==> config.mk <==
export PLATFORM = sky130hd
export DESIGN_NAME = pat_section_lcn_extractor
export DESIGN_NICKNAME = d
export VERILOG_FILES = /design/src/design/psle_pkg.sv /design/src/design/pat_section_lcn_extractor.sv
export VERILOG_INCLUDE_DIRS = /design/src /design/src/design
export SDC_FILE = /design/constraint.sdc
export NUM_CORES = 1
export LEC_CHECK = 0
export BUFFER_PORTS_ARGS = -buffer_cell sky130_fd_sc_hd__buf_2
export CAP_MARGIN = 10
export CORE_UTILIZATION = 45
export CTS_BUF_LIST = sky130_fd_sc_hd__clkbuf_8
export CTS_CLUSTER_SIZE = 16
export DETAILED_ROUTE_END_ITERATION = 10
export GPL_ROUTABILITY_DRIVEN = 1
export PLACE_DENSITY = 0.61
export SYNTH_ARGS = -nofsm -noshare
export SYNTH_HDL_FRONTEND = slang
export SYNTH_SLANG_ARGS = --single-unit
export TNS_END_PERCENT = 5
==> constraint.sdc <==
create_clock -name clk -period 4.15 [get_ports clk]
set_input_delay 0 -clock clk [delete_from_list [all_inputs] [get_ports clk]]
set_output_delay 0 -clock clk [all_outputs]
set_load 0.05 [all_outputs]
==> src/design/pat_section_lcn_extractor_defines.svh <==
// Assertion macros shared by the design files.
`ifndef PAT_SECTION_LCN_EXTRACTOR_DEFINES_SVH
`define PAT_SECTION_LCN_EXTRACTOR_DEFINES_SVH

`ifndef SYNTHESIS
`define PSLE_ASSERT(label, prop) \
  label: assert property (@(posedge clk) disable iff (!rst_n) prop) \
    else $error("psle check failed");
`define PSLE_ASSERT_NEVER(label, cond) \
  label: assert property (@(posedge clk) disable iff (!rst_n) !(cond)) \
    else $error("psle forbidden condition");
`else
`define PSLE_ASSERT(label, prop)
`define PSLE_ASSERT_NEVER(label, cond)
`endif

`endif

==> src/design/psle_pkg.sv <==
package psle_pkg;

  typedef enum logic [1:0] {
    PH_IDLE  = 2'd0,
    PH_HEAD  = 2'd1,
    PH_ENTRY = 2'd2
  } phase_t;

  typedef enum logic [1:0] {
    KIND_PROG = 2'd0,
    KIND_DONE = 2'd1,
    KIND_IGN  = 2'd2
  } kind_t;

  typedef struct packed {
    logic [7:0] section_byte;
    logic       section_start;
  } in_item_t;

  typedef struct packed {
    kind_t        result_kind;
    logic [15:0]  service_id;
    logic [15:0]  stream_id;
    logic [31:0]  channel_number;
    logic         last;
  } out_item_t;

  // configuration port
  localparam int CFG_IDX_W  = 1;
  localparam int CFG_DATA_W = 16;
  localparam logic [CFG_IDX_W-1:0] REG_FREQ_KHZ = 1'b0;
  localparam logic [CFG_IDX_W-1:0] REG_TABLE_ID = 1'b1;

  // section header layout
  localparam logic [10:0] POS_LEN_HI   = 11'd1;
  localparam logic [10:0] POS_LEN_LO   = 11'd2;
  localparam logic [10:0] POS_TS_HI    = 11'd3;
  localparam logic [10:0] POS_TS_LO    = 11'd4;
  localparam logic [10:0] POS_HDR_LAST = 11'd7;
  localparam logic [10:0] POS_MAX      = 11'h7FF;
  localparam logic [1:0]  ENTRY_LAST_OFF = 2'd3;
  localparam logic [11:0] LEN_MAX      = 12'd1022;
  localparam logic [11:0] LOOP_OFFSET  = 12'd9;
  localparam logic [11:0] ENTRY_BYTES  = 12'd4;

  // result queue
  localparam int FIFO_DEPTH = 4;
  localparam int FIFO_AW    = $clog2(FIFO_DEPTH);
  localparam int CNT_W      = $clog2(FIFO_DEPTH + 1);

endpackage

==> src/design/pat_section_lcn_extractor.sv <==
// PAT section parser: takes one section byte per request and emits one
// result per nonzero program entry (service id, stream id, channel number =
// frequency_khz<<16 | entry index), then a done result; a bad table id or
// a section length over 1022 gives one ignored result instead. A byte can be
// accepted every cycle while in_ready is high, and its results are registered
// into a four-entry output queue; in_ready drops while fewer than two slots
// are free, so the rate is one byte per cycle as long as the consumer takes
// one result per cycle. The last byte of a section that ends on a program
// entry gives two results, written to the queue together.
`include "pat_section_lcn_extractor_defines.svh"

module pat_section_lcn_extractor
  import psle_pkg::*;
(
  input  logic                  clk,
  input  logic                  rst_n,
  input  logic                  in_valid,
  output logic                  in_ready,
  input  in_item_t              in_data,
  output logic                  out_valid,
  input  logic                  out_ready,
  output out_item_t             out_data,
  input  logic                  cfg_we,
  input  logic [CFG_IDX_W-1:0]  cfg_index,
  input  logic [CFG_DATA_W-1:0] cfg_wdata
);

  logic [15:0] freq_khz_r;
  logic [7:0]  table_id_r;

  phase_t      phase_r, phase_nxt;
  logic [10:0] pos_r, pos_nxt;
  logic [11:0] len_r, len_nxt;
  logic [15:0] stream_r, stream_nxt;
  logic [23:0] entry_r, entry_nxt;
  logic [11:0] left_r, left_nxt;
  logic [8:0]  index_r, index_nxt;

  logic        in_fire;
  logic        emit_ign, emit_prog, emit_done;
  logic [15:0] prog_sid;
  logic [11:0] len_v;
  logic [1:0]  res_n;
  out_item_t   res0, res1;

  out_item_t          fifo_r [FIFO_DEPTH];
  logic [FIFO_AW-1:0] wr_ptr_r, rd_ptr_r;
  logic [CNT_W-1:0]   cnt_r;
  logic               pop;

  assign in_ready  = (cnt_r <= CNT_W'(FIFO_DEPTH - 2));
  assign in_fire   = in_valid && in_ready;
  assign out_valid = (cnt_r != '0);
  assign out_data  = fifo_r[rd_ptr_r];
  assign pop       = out_valid && out_ready;

  // configuration
  always_ff @(posedge clk) begin
    if (!rst_n) begin
      freq_khz_r <= '0;
      table_id_r <= '0;
    end else if (cfg_we) begin
      case (cfg_index)
        REG_FREQ_KHZ: freq_khz_r <= cfg_wdata;
        REG_TABLE_ID: table_id_r <= cfg_wdata[7:0];
        default: ;
      endcase
    end
  end

  // parse state, next value
  always_comb begin
    phase_nxt  = phase_r;
    pos_nxt    = pos_r;
    len_nxt    = len_r;
    stream_nxt = stream_r;
    entry_nxt  = entry_r;
    left_nxt   = left_r;
    index_nxt  = index_r;
    emit_ign   = 1'b0;
    emit_prog  = 1'b0;
    emit_done  = 1'b0;
    prog_sid   = entry_r[23:8];
    len_v      = {len_r[11:8], in_data.section_byte};
    if (in_fire) begin
      if (in_data.section_start) begin
        pos_nxt    = '0;
        len_nxt    = '0;
        stream_nxt = '0;
        entry_nxt  = '0;
        left_nxt   = '0;
        index_nxt  = '0;
        if (in_data.section_byte != table_id_r) begin
          phase_nxt = PH_IDLE;
          emit_ign  = 1'b1;
        end else begin
          phase_nxt = PH_HEAD;
          pos_nxt   = 11'd1;
        end
      end else begin
        case (phase_r)
          PH_HEAD: begin
            case (pos_r)
              POS_LEN_HI: len_nxt = {in_data.section_byte[3:0], 8'h00};
              POS_LEN_LO: begin
                len_nxt = len_v;
                if (len_v > LEN_MAX) begin
                  phase_nxt = PH_IDLE;
                  emit_ign  = 1'b1;
                end else begin
                  left_nxt = (len_v > LOOP_OFFSET) ? (len_v - LOOP_OFFSET) : '0;
                end
              end
              POS_TS_HI: stream_nxt = {in_data.section_byte, 8'h00};
              POS_TS_LO: stream_nxt = {stream_r[15:8], in_data.section_byte};
              POS_HDR_LAST: begin
                if (left_r == '0) begin
                  phase_nxt = PH_IDLE;
                  emit_done = 1'b1;
                end else begin
                  phase_nxt = PH_ENTRY;
                end
              end
              default: ;
            endcase
            pos_nxt = pos_r + 11'd1;
          end
          PH_ENTRY: begin
            // entries start at byte 8, so the low two bits give the offset
            if (pos_r[1:0] != ENTRY_LAST_OFF) begin
              entry_nxt = {entry_r[15:0], in_data.section_byte};
            end else begin
              if (prog_sid != '0) begin
                emit_prog = 1'b1;
                index_nxt = index_r + 9'd1;
              end
              entry_nxt = '0;
              if (left_r <= ENTRY_BYTES) begin
                left_nxt  = '0;
                phase_nxt = PH_IDLE;
                emit_done = 1'b1;
              end else begin
                left_nxt = left_r - ENTRY_BYTES;
              end
            end
            if (pos_r != POS_MAX) pos_nxt = pos_r + 11'd1;
          end
          default: ;
        endcase
      end
    end
  end

  // results for this byte: program first, then done
  always_comb begin
    res0  = '0;
    res1  = '0;
    res_n = 2'd0;
    if (emit_prog) begin
      res0.result_kind    = KIND_PROG;
      res0.service_id     = prog_sid;
      res0.stream_id      = stream_r;
      res0.channel_number = {freq_khz_r, 7'd0, index_r};
      res0.last           = !emit_done;
      res1.result_kind    = KIND_DONE;
      res1.stream_id      = stream_r;
      res1.last           = 1'b1;
      res_n               = emit_done ? 2'd2 : 2'd1;
    end else if (emit_done) begin
      res0.result_kind = KIND_DONE;
      res0.stream_id   = stream_r;
      res0.last        = 1'b1;
      res_n            = 2'd1;
    end else if (emit_ign) begin
      res0.result_kind = KIND_IGN;
      res0.last        = 1'b1;
      res_n            = 2'd1;
    end
  end

  always_ff @(posedge clk) begin
    if (!rst_n) begin
      phase_r  <= PH_IDLE;
      pos_r    <= '0;
      len_r    <= '0;
      stream_r <= '0;
      entry_r  <= '0;
      left_r   <= '0;
      index_r  <= '0;
      wr_ptr_r <= '0;
      rd_ptr_r <= '0;
      cnt_r    <= '0;
    end else begin
      phase_r  <= phase_nxt;
      pos_r    <= pos_nxt;
      len_r    <= len_nxt;
      stream_r <= stream_nxt;
      entry_r  <= entry_nxt;
      left_r   <= left_nxt;
      index_r  <= index_nxt;
      wr_ptr_r <= wr_ptr_r + FIFO_AW'(res_n);
      rd_ptr_r <= rd_ptr_r + FIFO_AW'(pop);
      cnt_r    <= cnt_r + CNT_W'(res_n) - CNT_W'(pop);
    end
  end

  // result queue storage
  always_ff @(posedge clk) begin
    if (res_n != 2'd0) fifo_r[wr_ptr_r] <= res0;
    if (res_n == 2'd2) fifo_r[wr_ptr_r + FIFO_AW'(1)] <= res1;
  end

  `PSLE_ASSERT_NEVER(a_queue_overflow, cnt_r > CNT_W'(FIFO_DEPTH))
  `PSLE_ASSERT(a_entry_has_bytes, (phase_r == PH_ENTRY) |-> (left_r != '0))
  `PSLE_ASSERT(a_entry_clear_outside, (phase_r != PH_ENTRY) |-> (entry_r == '0))
  `PSLE_ASSERT(a_two_results_end, (res_n == 2'd2) |=> (phase_r == PH_IDLE))

endmodule

# --- Word level (Yosys, flattened, before mapping) ---
# Memories as Yosys holds them, arrays and structs flattened. A register that Yosys moved wholly into a read port is not among the register bits.
# Cells that the tools add are included.
word_totals:
  regBits: 109
  ramBits: 268
  in_bits: 31
  output_inout_bits: 69
  word_cells: 145
  n_memories: 1
op_classes:
  addsub: 9
  magnitude_cmp: 4
  n_eq_ne: 21
  n_mux: 72
  n_bitwise: 1
  reduce_logical: 24
memory_table:
  columns: ["memory", "words", "width", "read_ports", "rd_ports_with_merged_regs", "wr", "line_no", "source"]
  rows:
  - ["fifo_r", 4, 67, 1, 1, 2, "pat_section_lcn_extractor.sv:46", "out_item_t fifo_r [FIFO_DEPTH];"]
ops:
  columns: ["op", "count"]
  rows:
  - ["12-bit 2-to-1 mux", 8]
  - ["16-bit 2-to-1 mux", 6]
  - ["24-bit 2-to-1 mux", 3]
  - ["12-bit one-hot mux with 2 select lines", 2]
  - ["9-bit 2-to-1 mux", 4]
  - ["32-bit 2-to-1 mux", 1]
  - ["16-bit one-hot mux with 2 select lines", 1]
  - ["1-bit 2-to-1 mux", 30]
  - ["11-bit by 2-bit == test with 1-bit output (second input constant)", 2]
  - ["11-bit by 3-bit == test with 1-bit output (second input constant)", 2]
  - ["11-bit 2-to-1 mux", 2]
  - ["2-bit 2-to-1 mux", 11]
  - ["11-bit one-hot mux with 2 select lines", 1]
  - ["16-bit nonzero test", 1]
  - ["12-bit by 10-bit greater-than comparator with 1-bit output (second input constant)", 1]
  - ["12-bit by 4-bit greater-than comparator with 1-bit output (second input constant)", 1]
  - ["12-bit by 3-bit <= comparator with 1-bit output (second input constant)", 1]
  - ["12-bit logical NOT", 1]
  - ["3-bit != test (second input constant)", 4]
  - ["4-bit AND reduction", 3]
  - ["2-bit nonzero test", 6]
  - ["12-bit by 3-bit subtractor with 12-bit output (second input constant)", 1]
  - ["12-bit by 4-bit subtractor with 12-bit output (second input constant)", 1]
  - ["11-bit by 1-bit adder with 11-bit output (second input constant)", 1]
  - ["other kinds (26)", 37]

# --- Logic depth before layout (Yosys ltp) ---
logic_depth:
  depth_word: 12
  mapped_depth: 16
  mapped_depth_nobuf: 13

# --- Worst setup path before layout ---
# Ideal clock, no wire load.
synth_timing:
  path_type: "reg-to-reg"
  startpoint: "register cnt_r[1]"
  endpoint: "memory fifo_r[3][0] (netlist name), enable pin"
  setup_ns: 0.418
  arrival_ns: 3.812
  required_time_ns: 3.732
  setup_slack_ns: -0.080
  stages_incl_launch_ff: 7
  path_buffers: 0
  period_less_slack_ns: 4.230
  path_cell_list: "dfxtp_1 > a21oi_1 > nand2_1 > nor3_1 > a21oi_2 > and2_1 > o21ai_0"
synth_rtl:
  columns: ["element", "line_no", "source"]
  rows:
  - ["from (decl)", "pat_section_lcn_extractor.sv:48", "logic [CNT_W-1:0] cnt_r;"]
  - ["from (signal assigned)", "pat_section_lcn_extractor.sv:203", "cnt_r <= cnt_r + CNT_W'(res_n) - CNT_W'(pop);"]
  - ["to (decl)", "pat_section_lcn_extractor.sv:46", null]

# --- Worst setup path after layout ---
layout_timing:
  startpoint: "register left_r[2]"
  endpoint: "register cnt_r[2]"
layout_via:
  elab_chain_cells: 10
  elab_cells_between_ends: 14
  cone_classes: "add/sub: 2; order compare: 1; mux: 10; reduce/logical: 1"
layout_rtl:
  columns: ["element", "line_no", "source"]
  rows:
  - ["from (decl)", "pat_section_lcn_extractor.sv:36", "logic [11:0] left_r, left_nxt;"]
  - ["from (signal assigned)", "pat_section_lcn_extractor.sv:199", "left_r <= left_nxt;"]
  - ["12-bit by 3-bit <= comparator with 1-bit output / 12-bit logical NOT (equally long branches)", "pat_section_lcn_extractor.sv:138, pat_section_lcn_extractor.sv:117", null]
  - ["1-bit 2-to-1 mux, on equally long branches", "pat_section_lcn_extractor.sv:138, pat_section_lcn_extractor.sv:117", null]
  - ["1-bit 2-to-1 mux, on equally long branches", "pat_section_lcn_extractor.sv:130, pat_section_lcn_extractor.sv:103", null]
  - ["1-bit one-hot mux with 2 select lines (*)", "pat_section_lcn_extractor.sv:101", "case (phase_r)"]
  - ["1-bit 2-to-1 mux (*)", "pat_section_lcn_extractor.sv:86", "if (in_data.section_start) begin"]
  - ["1-bit 2-to-1 mux (*)", "pat_section_lcn_extractor.sv:85", "if (in_fire) begin"]
  - ["1-bit 2-to-1 mux / 2-bit 2-to-1 mux (equally long branches)", "pat_section_lcn_extractor.sv:169, pat_section_lcn_extractor.sv:168", null]
  - ["2-bit 2-to-1 mux (*)", "pat_section_lcn_extractor.sv:159", "if (emit_prog) begin"]
  - ["3-bit by 2-bit adder with 3-bit output (*)", "pat_section_lcn_extractor.sv:203", null]
  - ["3-bit by 1-bit subtractor with 3-bit output (*)", "pat_section_lcn_extractor.sv:203", null]
# Mark *: on every way between the ends. The rest lies on a longest branch, timed or not.
# A chain may end at the register's enable or synchronous reset.

==> results.md <==
* Total power at 0.00814 W
* Max_cap viols at 0
* Post_cts resized at 0
* Die H at 193 um
* Final global-route overflow total at 0
* Worst path slowest cell: a21oi_2
* Worst Setup Start Kind: flip-flop
* CP cell instances: inv_1 -> ha_1 -> o2111ai_1 -> o32ai_4 -> a21oi_2 -> nand2_4 -> and2_1 -> ha_1 -> fa_1 -> xor2_1 -> xnor2_1 -> nor2_1
* Vias in the first global route at 13400
* Status: finished with violations
* Fin crit share at 83.5%
* Most frequent CP cell: ha_1
* Pre-CTS setup slack at 0.697 ns
* GRT Overall Usage at 24.2%
* CORE AREA at 0.0358 sq mm
* Final Setup Violations at 0
* Unique cell type count in the Yosys netlist at 65
* Kind of critical path: reg -> reg
* Root buf cell: clkbuf_8
* Synth Cell Area at 0.0165 sq mm
* Post-Syn Area per Cell at 9.48 sq um
* Fmax at 289 MHz
* Clock tree buffer depth at 3
* Hold-critical path depth at 4
* Hold Startpoint: cfg_wdata[9]
* Area after DPL at 0.0172 sq mm
* Post-synth EDFFs at 72
* Ys async rst share at 0%
* Row Count at 69
* Yosys reg bits at 349
* Layout cells sized above 1 at 16.5%
* Min-Delay Path Class: in -> reg
* Vias at 13700
* Die ar. at 0.0374 sq mm
* Crit-path max FO at 10
* DRT antenna net count at 0
* Drt first pass iters at 10
* Hold endpoint: freq_khz_r[9]
* Reg2Reg Depth at 12
* I/O Pins at 100
* Area growth syn-to-layout at 14.2%
* Skew final at 0.0179 ns
* Antenna violations before repair at 0
* Bufs and invs on worst path at 1
* Port buffer count at 92
* Ant. Diodes at 0
* CTS tree: built
* CTS H-tree depth at 2
* Static leakage at 7.45 nW
* Setup Buffers After CTS at 0
* Most frequent cells in the layout: dfxtp_1 (275), o21ai_0 (197), and3_1 (170)
* Sequential area share after synthesis at 46.8%
* R2r endpoint: cnt_r[2]
* Worst-margin pin slew at 1.15 ns
* Routability cong. at 0.812
* Residual DRC count at 4
* Worst-Skew Late Latency at 0.64 ns
* Failing checks: design-rule violations
* Nets at 1865
* Clk slew on worst S/H paths at 0.06 ns
* RSZ-0062 raised after global routing: no
* Clk sink count at 349
* Synthesis warning total at 0
* Main synth FF type: dfxtp_1
* Initial core utilization at 46.0%
* R2R Setup Slk at 0.68 ns
* First-pass GRT wire length at 73.4 mm
* CP max stage delay at 0.58 ns
* Iter 0 DRT Violations at 1270
* Hold Slack at 0.159 ns
* Tmin final at 3.47 ns
* Final Cell Area at 0.0188 sq mm
* Launching point of the worst reg2reg path: left_r[2]
* Final WL at 45.2 mm
* Setup ws final at 0.685 ns
* Post-CTS Hold Buffers at 44
* CP top delay family: compound AO/OA/AOI/OAI gates
* Final hold violation count at 0
* DIE WIDTH at 193 um
* Commonest non-fill, non-tap cell in the layout: dfxtp_1
* Worst IR Drop VDD at 0.219 mV
* Fin. max-slew vios at 0
* Inserted Clock Buffers at 59
* Max_slew headroom at 23.6%
* Critical Path RT at 4.67 ns
* Syn Inst Count at 1738
* Routed wire per std cell at 19.5 um
* Fillers at 3271
* Detailed Place HPWL at 26.3 mm
* PD cells at 432 mW/mm^2
* Largest net degree at the start of global routing at 166
* Vias/cell at 5.92
* Worst setup EP type: flip-flop
* Critical Path AT at 3.99 ns
[synth_stat cells (5+ instances only)]
| cell | n | area share (%) |
|---|---|---|
| dfxtp_1 | 277 | 34 |
| o21ai_0 | 201 | 6.1 |
| and3_1 | 170 | 6.5 |
| a31oi_1 | 168 | 6.4 |
| nand2_1 | 153 | 3.5 |
| clkbuf_1 | 122 | 2.8 |
| and2_1 | 74 | 2.8 |
| edfxtp_1 | 72 | 13 |
| nand3_1 | 70 | 2.1 |
| a21oi_1 | 68 | 2.1 |
| mux4_2 | 60 | 8.2 |
| nor2_1 | 47 | 1.1 |
| xnor2_1 | 24 | 1.3 |
| buf_4 | 23 | 1.0 |
| inv_1 | 19 | 0.43 |
| ha_1 | 18 | 1.4 |
| nand4_1 | 16 | 0.61 |
| xor2_1 | 16 | 0.85 |
| nor3_1 | 15 | 0.46 |
| buf_1 | 14 | 0.32 |
| nand2b_1 | 7 | 0.27 |
| nor2b_1 | 7 | 0.27 |
| nor4_1 | 7 | 0.27 |
| o21a_1 | 6 | 0.27 |
| a21oi_2 | 5 | 0.27 |
| o211ai_1 | 5 | 0.23 |
[state kept, by name, summed over array words and instances, names as in the netlist]
signal,cells
left_r,12
len_r,4
index_r,9
cnt_r,3
rd_ptr_r,2
fifo_r,240
freq_khz_r,16
table_id_r,8
entry_r,24
wr_ptr_r,2
stream_r,16
phase_r,2
pos_r,11
[per-layer routing]
layer | GRT usage [%] | wire, um | share of wire, %
met5 | 0 | 0 | 0
met4 | 8.59 | 1090 | 2.4
met3 | 3.92 | 2910 | 6.4
met2 | 39.4 | 21100 | 47
met1 | 32.6 | 20200 | 45
[final cells by class]
class | instances | area [sq um] | share of cell area (%)
Multi-Input combinational cell | 1210 | 8030 | 42.6
Inverter | 20 | 75.1 | 0.399
Sequential cell | 349 | 7710 | 41.0
Clock buffer | 77 | 1060 | 5.63
Timing Repair Buffer | 175 | 1210 | 6.41
Clock inverter | 30 | 163 | 0.864
Tap cell | 461 | 577 | 3.06
[stage by stage]
stage          std cells  setup TNS, ns  utilization, %
2_1_floorplan       1744          -5.76               -
3_5_place_dp        2171              0            47.9
6_report            2322              0            52.5
3_3_place_gp        2171              0            47.9
4_1_cts             2322              0            52.5
5_1_grt             2322              0            52.5
[cell families after synthesis]
group	Yosys count	synth area share (%)
xor+xnor	40	2.13
fa+ha+maj	19	1.49
flops	349	46.8
buf+inv	185	4.93
simple gates	589	18.9
compound gates	491	17.3
other cells	1	0.0228
mux	64	8.45
[where the power goes]
group	switching, W	internal [W]
Clock	0.00142	0.00172
Sequential	0.000180	0.00352
Combinational	0.000831	0.000464
Total	0.00243	0.00570
[worst max path at each step]
stage              start            end  slack [ns]  cells after the start
2_1_floorplan   cnt_r[1]   fifo_r[3][0]       -0.08                      6
3_3_place_gp   left_r[2]       cnt_r[2]        0.79                     12
3_5_place_dp   left_r[2]       cnt_r[2]        0.70                     12
4_1_cts        left_r[2]       cnt_r[2]        0.68                     12
5_1_grt         pos_r[1]  fifo_r[0][57]        0.42                      8
6_report       left_r[2]       cnt_r[2]        0.68                     12
[worst min-delay path, stage by stage]
cell and delay [ns]:
dlygate4sd3_1 0.53, buf_2 0.12, nand2_1 0.04, a21oi_1 0.05
(Power assumes the default switching activity.)
